[config.mk]
export PLATFORM = sky130hd
export DESIGN_NAME = panel_spi_register_access
export DESIGN_NICKNAME = d
export VERILOG_FILES = /design/src/design/psra_pkg.sv /design/src/design/panel_spi_register_access.sv /design/src/design/psra_fifo.sv /design/src/design/psra_front.sv /design/src/design/psra_back.sv
export VERILOG_INCLUDE_DIRS = /design/src /design/src/design
export SDC_FILE = /design/constraint.sdc
export NUM_CORES = 1
export LEC_CHECK = 0
export ABC_AREA = 1
export BUFFER_PORTS_ARGS = -buffer_cell sky130_fd_sc_hd__buf_2
export CAP_MARGIN = 20
export CELL_PAD_IN_SITES_DETAIL_PLACEMENT = 0
export CELL_PAD_IN_SITES_GLOBAL_PLACEMENT = 1
export CORE_ASPECT_RATIO = 1.75
export CORE_UTILIZATION = 35
export CTS_BUF_LIST = sky130_fd_sc_hd__clkbuf_8
export DETAILED_ROUTE_END_ITERATION = 10
export HOLD_SLACK_MARGIN = 0.12
export PLACE_DENSITY_LB_ADDON = 0.2
export SLEW_MARGIN = 20
export SYNTH_ARGS = -nofsm -noshare
export SYNTH_HDL_FRONTEND = slang
export SYNTH_SLANG_ARGS = --single-unit
[constraint.sdc]
create_clock -name clk -period 5.4 [get_ports clk]
set_input_delay 0.27 -clock clk [delete_from_list [all_inputs] [get_ports clk]]
set_output_delay 0.27 -clock clk [all_outputs]
set_load 0.05 [all_outputs]
[src/design/panel_spi_register_access_assert.svh]
// Assertion macros for the panel SPI register access block.
// Included by the top level; no other dependencies.
`ifndef PANEL_SPI_REGISTER_ACCESS_ASSERT_SVH
`define PANEL_SPI_REGISTER_ACCESS_ASSERT_SVH

// Same-cycle implication, checked out of reset.
`define PSRA_ASSERT_IMP(lbl, clk, rst_n, ante, cons, msg) \
	lbl: assert property (@(posedge clk) disable iff (!rst_n) (ante) |-> (cons)) \
		else $error(msg);

// Next-cycle implication, checked out of reset.
`define PSRA_ASSERT_NXT(lbl, clk, rst_n, ante, cons, msg) \
	lbl: assert property (@(posedge clk) disable iff (!rst_n) (ante) |=> (cons)) \
		else $error(msg);

`endif

[src/design/psra_pkg.sv]
// Shared types and constants for the panel SPI register access block.
// No dependencies.
`timescale 1ns / 1ps

package psra_pkg;

	localparam logic [7:0] START_INDEX = 8'h70;
	localparam logic [7:0] START_WRITE = 8'h72;
	localparam logic [7:0] START_READ  = 8'h73;
	localparam logic [5:0] FRAME_BITS      = 6'd24;
	localparam logic [5:0] READ_FRAME_BITS = 6'd32;
	localparam logic [4:0] START_BYTE_BITS = 5'd8;
	localparam logic [7:0] HALF_PERIOD_RESET = 8'd4;
	localparam int unsigned QUEUE_DEPTH = 2;

	localparam logic [1:0] REQ_TICK  = 2'd0;
	localparam logic [1:0] REQ_WRITE = 2'd1;
	localparam logic [1:0] REQ_READ  = 2'd2;

	typedef enum logic [1:0] {
		STEP_IDLE   = 2'd0,
		STEP_FIRST  = 2'd1,
		STEP_GAP    = 2'd2,
		STEP_SECOND = 2'd3
	} step_t;

	// Classified tick as passed from front to back
	typedef struct packed {
		logic        start;
		logic        is_read;
		logic [23:0] first_word;
		logic [15:0] value;
		logic        sdi;
	} tick_t;

	typedef struct packed {
		logic        cs_n;
		logic        sclk;
		logic        sdo;
		logic        busy;
		logic [15:0] read_value;
		logic        read_done;
		logic        rejected;
	} result_t;

endpackage

[src/design/panel_spi_register_access.sv]
// A tick is stored in the tick queue; its pin levels are stored in the result queue.
// Throughput: one tick per cycle while neither queue stalls; the serial engine advances one tick per beat.
// Input and result queues stall independently; each holds QUEUE_DEPTH beats.
// Reset: queues empty, engine idle (cs_n, sclk, sdo high), half period back to 4 ticks.
// Depends on psra_pkg, psra_front, psra_fifo, psra_back and the assertion header.
`timescale 1ns / 1ps

`include "panel_spi_register_access_assert.svh"

module panel_spi_register_access #(
	parameter int unsigned QUEUE_DEPTH = psra_pkg::QUEUE_DEPTH
) (
	input  logic        clk,
	input  logic        arst_n,
	input  logic        cfg_we,
	input  logic [7:0]  cfg_wdata,
	input  logic        push,
	output logic        full,
	input  logic [1:0]  req_type,
	input  logic [15:0] reg_index,
	input  logic [15:0] reg_value,
	input  logic        sdi_bit,
	output logic        empty,
	input  logic        pop,
	output logic        cs_n,
	output logic        sclk,
	output logic        sdo,
	output logic        busy_res,
	output logic [15:0] read_value,
	output logic        read_done,
	output logic        req_rejected
);

	localparam int unsigned TW = $bits(psra_pkg::tick_t);
	localparam int unsigned RW = $bits(psra_pkg::result_t);

	logic [7:0]        half_q;
	logic              mid_full;
	logic              mid_push;
	logic              mid_empty;
	logic              mid_pop;
	psra_pkg::tick_t   front_tick;
	psra_pkg::tick_t   back_tick;
	logic              res_full;
	logic              res_push;
	psra_pkg::result_t back_res;
	psra_pkg::result_t head_res;

	always_ff @(posedge clk or negedge arst_n) begin
		if (!arst_n) begin
			half_q <= psra_pkg::HALF_PERIOD_RESET;
		end else if (cfg_we) begin
			half_q <= cfg_wdata;
		end
	end

	psra_front u_front (
		.push      (push),
		.full      (full),
		.req_type  (req_type),
		.reg_index (reg_index),
		.reg_value (reg_value),
		.sdi_bit   (sdi_bit),
		.q_full    (mid_full),
		.q_push    (mid_push),
		.q_tick    (front_tick)
	);

	psra_fifo #(
		.WIDTH (TW),
		.DEPTH (QUEUE_DEPTH)
	) u_tick_q (
		.clk    (clk),
		.arst_n (arst_n),
		.push   (mid_push),
		.wdata  (front_tick),
		.full   (mid_full),
		.pop    (mid_pop),
		.rdata  (back_tick),
		.empty  (mid_empty)
	);

	psra_back u_back (
		.clk         (clk),
		.arst_n      (arst_n),
		.half_period (half_q),
		.in_empty    (mid_empty),
		.in_tick     (back_tick),
		.in_pop      (mid_pop),
		.out_full    (res_full),
		.out_push    (res_push),
		.out_res     (back_res)
	);

	psra_fifo #(
		.WIDTH (RW),
		.DEPTH (QUEUE_DEPTH)
	) u_res_q (
		.clk    (clk),
		.arst_n (arst_n),
		.push   (res_push),
		.wdata  (back_res),
		.full   (res_full),
		.pop    (pop),
		.rdata  (head_res),
		.empty  (empty)
	);

	assign cs_n         = head_res.cs_n;
	assign sclk         = head_res.sclk;
	assign sdo          = head_res.sdo;
	assign busy_res     = head_res.busy;
	assign read_value   = head_res.read_value;
	assign read_done    = head_res.read_done;
	assign req_rejected = head_res.rejected;

	// A finished read ends the access with the bus released
	`PSRA_ASSERT_IMP(a_done_idle, clk, arst_n, !empty && read_done, !busy_res && cs_n && sclk, "read done while bus active")
	// Idle engine leaves every pin at its idle level
	`PSRA_ASSERT_IMP(a_idle_pins, clk, arst_n, !empty && !busy_res, cs_n && sclk && sdo, "idle pins not high")
	// Read data only shows on the completion beat
	`PSRA_ASSERT_IMP(a_value_done, clk, arst_n, !empty && (read_value != 16'h0000), read_done, "read value without done")
	// Back end never pushes into a full result queue
	`PSRA_ASSERT_NXT(a_res_q_room, clk, arst_n, res_full && !pop, res_full, "result queue lost a beat")

endmodule

[src/design/psra_fifo.sv]
// Small register queue used between the front, the back and the result side.
// Depends on nothing; DEPTH must be at least 2.
`timescale 1ns / 1ps

module psra_fifo #(
	parameter int unsigned WIDTH = 8,
	parameter int unsigned DEPTH = 2
) (
	input  logic             clk,
	input  logic             arst_n,
	input  logic             push,
	input  logic [WIDTH-1:0] wdata,
	output logic             full,
	input  logic             pop,
	output logic [WIDTH-1:0] rdata,
	output logic             empty
);

	localparam int unsigned AW = $clog2(DEPTH);
	localparam int unsigned CW = $clog2(DEPTH + 1);

	logic [WIDTH-1:0] mem_q [DEPTH];
	logic [AW-1:0]    wr_ptr_q;
	logic [AW-1:0]    rd_ptr_q;
	logic [CW-1:0]    count_q;
	logic             do_push;
	logic             do_pop;

	assign full    = (count_q == CW'(DEPTH));
	assign empty   = (count_q == '0);
	assign do_push = push && !full;
	assign do_pop  = pop && !empty;
	assign rdata   = mem_q[rd_ptr_q];

	always_ff @(posedge clk) begin
		if (do_push) begin
			mem_q[wr_ptr_q] <= wdata;
		end
	end

	always_ff @(posedge clk or negedge arst_n) begin
		if (!arst_n) begin
			wr_ptr_q <= '0;
			rd_ptr_q <= '0;
			count_q  <= '0;
		end else begin
			if (do_push) begin
				wr_ptr_q <= (wr_ptr_q == AW'(DEPTH - 1)) ? '0 : wr_ptr_q + AW'(1);
			end
			if (do_pop) begin
				rd_ptr_q <= (rd_ptr_q == AW'(DEPTH - 1)) ? '0 : rd_ptr_q + AW'(1);
			end
			if (do_push && !do_pop) begin
				count_q <= count_q + CW'(1);
			end else if (do_pop && !do_push) begin
				count_q <= count_q - CW'(1);
			end
		end
	end

endmodule

[src/design/psra_front.sv]
// Front end: takes ticks, decodes the request code and builds the first frame.
// Depends on psra_pkg.
`timescale 1ns / 1ps

module psra_front (
	input  logic             push,
	output logic             full,
	input  logic [1:0]       req_type,
	input  logic [15:0]      reg_index,
	input  logic [15:0]      reg_value,
	input  logic             sdi_bit,
	input  logic             q_full,
	output logic             q_push,
	output psra_pkg::tick_t  q_tick
);

	assign full   = q_full;
	assign q_push = push;

	// Code 3 is a plain tick
	always_comb begin
		q_tick.start      = (req_type == psra_pkg::REQ_WRITE) ||
		                    (req_type == psra_pkg::REQ_READ);
		q_tick.is_read    = (req_type == psra_pkg::REQ_READ);
		q_tick.first_word = {psra_pkg::START_INDEX, reg_index};
		q_tick.value      = reg_value;
		q_tick.sdi        = sdi_bit;
	end

endmodule

[src/design/psra_back.sv]
// Back end: serial engine that advances one tick per beat and emits pin levels.
// Depends on psra_pkg.
`timescale 1ns / 1ps

module psra_back (
	input  logic              clk,
	input  logic              arst_n,
	input  logic [7:0]        half_period,
	input  logic              in_empty,
	input  psra_pkg::tick_t   in_tick,
	output logic              in_pop,
	input  logic              out_full,
	output logic              out_push,
	output psra_pkg::result_t out_res
);

	logic            fire;
	logic [7:0]      div_q,    div_n;
	logic            phase_q,  phase_n;
	logic [4:0]      bit_q,    bit_n;
	psra_pkg::step_t step_q,   step_n;
	logic [23:0]     sout_q,   sout_n;
	logic [23:0]     sin_q,    sin_n;
	logic            rd_q,     rd_n;
	logic [15:0]     held_q,   held_n;
	logic            active_q, active_n;
	logic            rejected;
	logic            done;
	logic            div_end;
	logic [5:0]      frame_len;
	logic            last_bit;
	logic            in_frame;

	assign fire     = !in_empty && !out_full;
	assign in_pop   = fire;
	assign out_push = fire;

	// A zero divider behaves like one
	assign div_end   = ({1'b0, div_q} + 9'd1) >= {1'b0, half_period};
	assign frame_len = (step_q == psra_pkg::STEP_SECOND && rd_q) ?
	                   psra_pkg::READ_FRAME_BITS : psra_pkg::FRAME_BITS;
	assign last_bit  = ({1'b0, bit_q} + 6'd1) >= frame_len;

	always_comb begin
		div_n    = div_q;
		phase_n  = phase_q;
		bit_n    = bit_q;
		step_n   = step_q;
		sout_n   = sout_q;
		sin_n    = sin_q;
		rd_n     = rd_q;
		held_n   = held_q;
		active_n = active_q;
		rejected = 1'b0;
		done     = 1'b0;
		if (active_q) begin
			rejected = in_tick.start;
			if (div_end) begin
				div_n = '0;
				priority if (step_q == psra_pkg::STEP_GAP) begin
					step_n  = psra_pkg::STEP_SECOND;
					bit_n   = '0;
					phase_n = 1'b0;
					sout_n  = rd_q ? {psra_pkg::START_READ, 16'h0000}
					               : {psra_pkg::START_WRITE, held_q};
				end else if (!phase_q) begin
					// rising edge: sample after the start byte of a read
					phase_n = 1'b1;
					if (step_q == psra_pkg::STEP_SECOND && rd_q &&
					    bit_q >= psra_pkg::START_BYTE_BITS) begin
						sin_n = {sin_q[22:0], in_tick.sdi};
					end
				end else begin
					sout_n = {sout_q[22:0], 1'b0};
					if (last_bit) begin
						bit_n   = '0;
						phase_n = 1'b1;
						if (step_q == psra_pkg::STEP_FIRST) begin
							step_n = psra_pkg::STEP_GAP;
						end else begin
							step_n   = psra_pkg::STEP_IDLE;
							active_n = 1'b0;
							done     = rd_q;
						end
					end else begin
						bit_n   = bit_q + 5'd1;
						phase_n = 1'b0;
					end
				end
			end else begin
				div_n = div_q + 8'd1;
			end
		end else if (in_tick.start) begin
			active_n = 1'b1;
			rd_n     = in_tick.is_read;
			held_n   = in_tick.value;
			sout_n   = in_tick.first_word;
			sin_n    = '0;
			step_n   = psra_pkg::STEP_FIRST;
			bit_n    = '0;
			phase_n  = 1'b0;
			div_n    = '0;
		end
	end

	// Pin levels follow the state after this tick
	always_comb begin
		in_frame             = (step_n == psra_pkg::STEP_FIRST) ||
		                       (step_n == psra_pkg::STEP_SECOND);
		out_res.cs_n         = !in_frame;
		out_res.sclk         = in_frame ? phase_n : 1'b1;
		out_res.sdo          = in_frame ? sout_n[23] : 1'b1;
		out_res.busy         = active_n;
		out_res.read_value   = done ? {sin_q[23:16], sin_q[7:0]} : 16'h0000;
		out_res.read_done    = done;
		out_res.rejected     = rejected;
	end

	always_ff @(posedge clk or negedge arst_n) begin
		if (!arst_n) begin
			div_q    <= '0;
			phase_q  <= 1'b1;
			bit_q    <= '0;
			step_q   <= psra_pkg::STEP_IDLE;
			sout_q   <= '0;
			sin_q    <= '0;
			rd_q     <= 1'b0;
			held_q   <= '0;
			active_q <= 1'b0;
		end else if (fire) begin
			div_q    <= div_n;
			phase_q  <= phase_n;
			bit_q    <= bit_n;
			step_q   <= step_n;
			sout_q   <= sout_n;
			sin_q    <= sin_n;
			rd_q     <= rd_n;
			held_q   <= held_n;
			active_q <= active_n;
		end
	end

endmodule

# Yosys cells after proc, flatten, opt, wreduce, memory -nomap -nowiden
# Memory sizes are Yosys's and may differ from the RTL's.
# Index checks and enable logic that the tools add are counted.
# classes
add_sub_neg	12
magnitude_cmp	3
eq_ne	14
mux	64
bitwise	1
n_reduce_logical	31
# ops
cell	count
two-way mux 24 bit	11
two-way mux 1 bit	30
two-way mux 5 bit	6
two-way mux 8 bit	3
two-way mux 2 bit	11
two-way mux 17 bit	1
two-way mux 16 bit	1
== test 2 bit, second input constant	6
logical AND 1 bit	11
adder 8 x 1 -> 9 bit, second input constant	1
>= comparator 9 x 8 -> 1 bit	1
logical NOT 1 bit	9
adder 8 x 1 -> 8 bit, second input constant	1
inequality test 2 bit, second input constant	4
adder 5 x 1 -> 6 bit, second input constant	1
== test 2 x 1 -> 1 bit, second input constant	3
>= comparator 6 bit	1
two-way mux 6 bit	1
AND reduction 6 bit	1
nonzero test 2 bit	3
adder 5 x 1 -> 5 bit, second input constant	1
>= comparator 5 x 4 -> 1 bit, second input constant	1
adder 1 bit, second input constant	4
adder 2 x 1 -> 2 bit, second input constant	2
other kinds (8)	11
# word_totals
ff_bits	98
ram_bits	114
in_bits	48
word_cells	144
memories	2
# memory_table
memory	words	width	rd	rd_ports_with_merged_regs	wr	line	text
u_tick_q.mem_q	2	35	1	0	1	psra_fifo.sv:22	logic [WIDTH-1:0] mem_q [DEPTH];
u_res_q.mem_q	2	22	1	0	1	psra_fifo.sv:22	

# Longest topological paths before layout
# depth
ltp_word	12
depth_mapped	19
mapped_depth_nobuf	19

# Modules after synthesis
# Synthesis repeated with hierarchy kept, for this count alone.
# hier_totals
hier_cells	1118
hier_area_um2	10715.3
# modules_own_cells
module	n_inst	cells_each	area_per_inst_um2	seq_area_each_um2
psra_back	1	634	4857.2	2053.2
psra_fifo at u_tick_q	1	256	3360.7	2682.6
psra_fifo at u_res_q	1	146	1840.5	1421.4
psra_front	1	48	350.3	0.0
panel_spi_register_access	1	34	306.5	201.4

# Worst setup path before layout
# Ideal clock, no wire load.
# synth_timing
path_kind	register to register
startpoint	reg u_back.div_q[0]
endpoint	mem u_res_q.mem_q[0][10] (netlist bit), data pin
setup_ps	274
arrival_ps	2372
path_slack_ps	2755
path_stages_with_launch	16
n_path_buf	1
synth_period_minus_slack_ps	2645
path_cell_list	dfrtp_1 > ha_1 > nand2_2 > nor2_4 > nand3_1 > xor2_1 > inv_1 > ha_1 > a21o_1 > nand3_2 > nand2_2 > nor2_4 > nand3_4 > nand3_2 > buf_2 > nor3_1
# synth_rtl
element	line	text
start, declared	psra_back.sv:18	logic [7:0] div_q, div_n;
start signal, assigned	psra_back.sv:131	div_q <= div_n;
end, declared	psra_fifo.sv:22	

==> flow_summary.ini <==
[floorplan]
dieArea_mm2 = 0.0281
die_x_um = 127
io_pins = 72
rows = 79
initial_utilization = 0.358
die_h_um = 221
core-area_mm2 = 0.0268

[sta]
skew_ns = 0.0190
tightest_slew_ns = 0.968
period_needed_ns = 3.30
final-setup-viol-count = 0
rsz0062_at_grt = no
hold_violations = 0
fin_crit_sh = 0.611
fin_ws_ns = 2.10
slew_headroom = 0.355
max_freq_ghz = 0.303
drv_slew = 0
finalSetupTns_ns = 0

[synth]
syn-cell-area_mm2 = 0.00958
ys_seq_area_frac = 0.613
ys_top_cells_by_area = edfxtp_1 36%, dfrtp_1 25%, nand2_1 13%
synth_top_cell_by_area = edfxtp_1
synthesis.nets = 1024
avgSynthCellArea_um2 = 10.0
postSynthCellCount = 958
synth_cell_types = 44
ys_seq_elements = 212
synth_top_cell_area_share = 0.357
yosysWarnings = 0

[global_routing]
grt_pass1_vias = 7117
grt_pass1_wl_um = 36100
use_met1 = 0.175
grt_max_degree = 71
use_met2 = 0.310
grtUsageMet3 = 0.0239
grt_use_total = 0.163
top_usage_layer = met2
grt_overflow = 0
antenna_found_initial = 0

[clocking]
cts_resized = 0
clock_latency_ns = 0.60
cts_tree = built
cts_sinks = 212
cts_max_level = 1
path_clk_slew_ns = 0.07
clock-root-buffer = clkbuf_8
clockBufferDepth = 3
cts_made_buffers = 31

[pwr]
internal_power_mw = 3.31
swShare = 0.406
vdd_drop_max_v = 0.000221
leakage_nw = 5.04
pwr-share-seq = 0.448
clkPwrFrac = 0.212
powerDensity_mw_per_mm2 = 485
p_switching_mw = 2.26
power_mw = 5.57
pwr-share-comb = 0.340

[detailed_routing]
drc = 0
vias = 6736
antenna_left = 0
wire_per_inst_um = 14.6
firstDrtPassIters = 4
post_drt_via_cell_ratio = 4.55
finalWirelength_um = 21600
drt_iter0_drc = 282

[finish]
final_cell_mix = 327 x nand2_1, 114 x edfxtp_1, 96 x dfrtp_1
nets = 1158
syn_to_final_growth_pct = 19.8
fin_area_mm2 = 0.0115
insertedDiodeCount = 0
final_common_cell = nand2_1
drive_above_1_share = 0.183

[critical_path]
start_kind = flop
crit_type = reg2reg
required_ns = 5.74
cp_max_fo = 28
reg2reg_slack_ns = 2.10
worstPathArrival_ns = 3.64
cp-end-kind = flop

[placed_design]
postPlaceCellArea_mm2 = 0.0103
dpl.hpwl_um = 13900
gp_congestion = 0.757
port-buffer-count = 71
place_ws_ns = 2.08

[worst_hold_path]
hp-class = in2reg

[status]
status = finished, final reports clean

[flow_run]
maxCapViolCount = 0
-- critical path, stage by stage (launching register included) --
cell and delay [ns]:
dfrtp_1 0.41, ha_1 0.22, nand2_2 0.07, nor2_4 0.16, nand3_1 0.11, xor2_1 0.18
inv_1 0.06, ha_1 0.31, nand4_1 0.11, nor3_1 0.14, nand2_1 0.20, nand3_4 0.35
nand3_2 0.40, nand2_1 0.22, nand2_1 0.09
-- repair_timing --
action	in CTS	in global routing
hold buffers	63	0
buffers inserted	0	0
hold endpoints to repair	107	0
-- through the flow --
stage | hold slack [ns] | cells | util
CTS | 0.253 | 1479 | 0.427
global route | 0.349 | 1481 | 0.428
detailed placement | 0.244 | 1358 | 0.383
finish | 0.284 | 1481 | 0.428
floorplan | -0.0256 | 958 | -
global placement | 0.229 | 1358 | 0.382
-- sequential cells by signal, summed over array words and instances (netlist names), 5 cells and up --
register	count
u_back.bit_q	5
u_back.div_q	8
u_res_q.mem_q	44
u_back.held_q	16
u_tick_q.mem_q	70
u_back.sout_q	24
u_back.sin_q	24
half_q	8
-- area by class of cell --
class | instances | area, µm²
clock buffer | 32 | 440
clock inverter | 26 | 119
fill | 2694 | 15300
inverter | 58 | 220
multi-input combinational | 645 | 3280
sequential | 212 | 5880
tap | 364 | 455
timing repair buffer | 144 | 1080
-- Yosys cell counts, drive strengths merged --
cell type	n
o22ai	3
mux2i	2
clkinv	1
dfrtp	96
a31oi	17
or2	16
nand3b	13
ha	18
a21o	2
dfstp	2
mux2	1
buf	23
clkbuf	20
nand4	12
xor2	12
nor3	16
o21ai	58
a21oi	42
a32oi	2
nor2	59
o21bai	1
xnor2	3
nand2	347
nand3	21
inv	57
edfxtp	114
-- power groups by stage --
| stage | Sequential (mW) | Clock [mW] | Combinational, mW |
|---|---|---|---|
| after floorplan | 2.41 | 0 | 1.44 |
| after global placement | 2.53 | 0 | 1.85 |
| after detailed placement | 2.54 | 0 | 1.88 |
| after CTS | 2.51 | 1.24 | 1.92 |
| after global routing | 2.55 | 1.31 | 2.12 |
| final | 2.50 | 1.18 | 1.89 |
-- path summary, 6_finish.rpt --
path | from | endpoint | cells after the start
worst max-delay path | u_back.div_q[0] | u_res_q.mem_q[0][18] | 14
worst min-delay path | push | u_tick_q.wr_ptr_q | 5
worst max register to register | u_back.div_q[0] | u_res_q.mem_q[0][18] | 14
worst min register to register | u_back.sout_q[21] | u_back.sout_q[21] | 2
max in group asynchronous | arst_n | u_back.held_q[15] | 4
min in group asynchronous | arst_n | u_back.div_q[2] | 3
-- routing by layer --
| layer | wire, µm | up-vias | share of wire |
|---|---|---|---|
| met3 | 685 | 43 | 0.032 |
| met4 | 721 | 0 | 0.033 |
| met5 | 0 | - | 0 |
| li1 | - | 3443 | - |
| met1 | 8360 | 3145 | 0.39 |
| met2 | 11900 | 105 | 0.55 |
-- cells by family after synthesis --
logic type,count (synthesis),share of synthesized area
AND/OR/NAND/NOR,484,0.222
flip-flops,212,0.613
AO/OA/AOI/OAI,125,0.0768
buffers and inverters,101,0.0473
adder cells (fa/ha/maj),18,0.0235
XOR/XNOR,15,0.0137
multiplexers,3,0.00326
No activity file was read; power rests on OpenSTA's default activity.
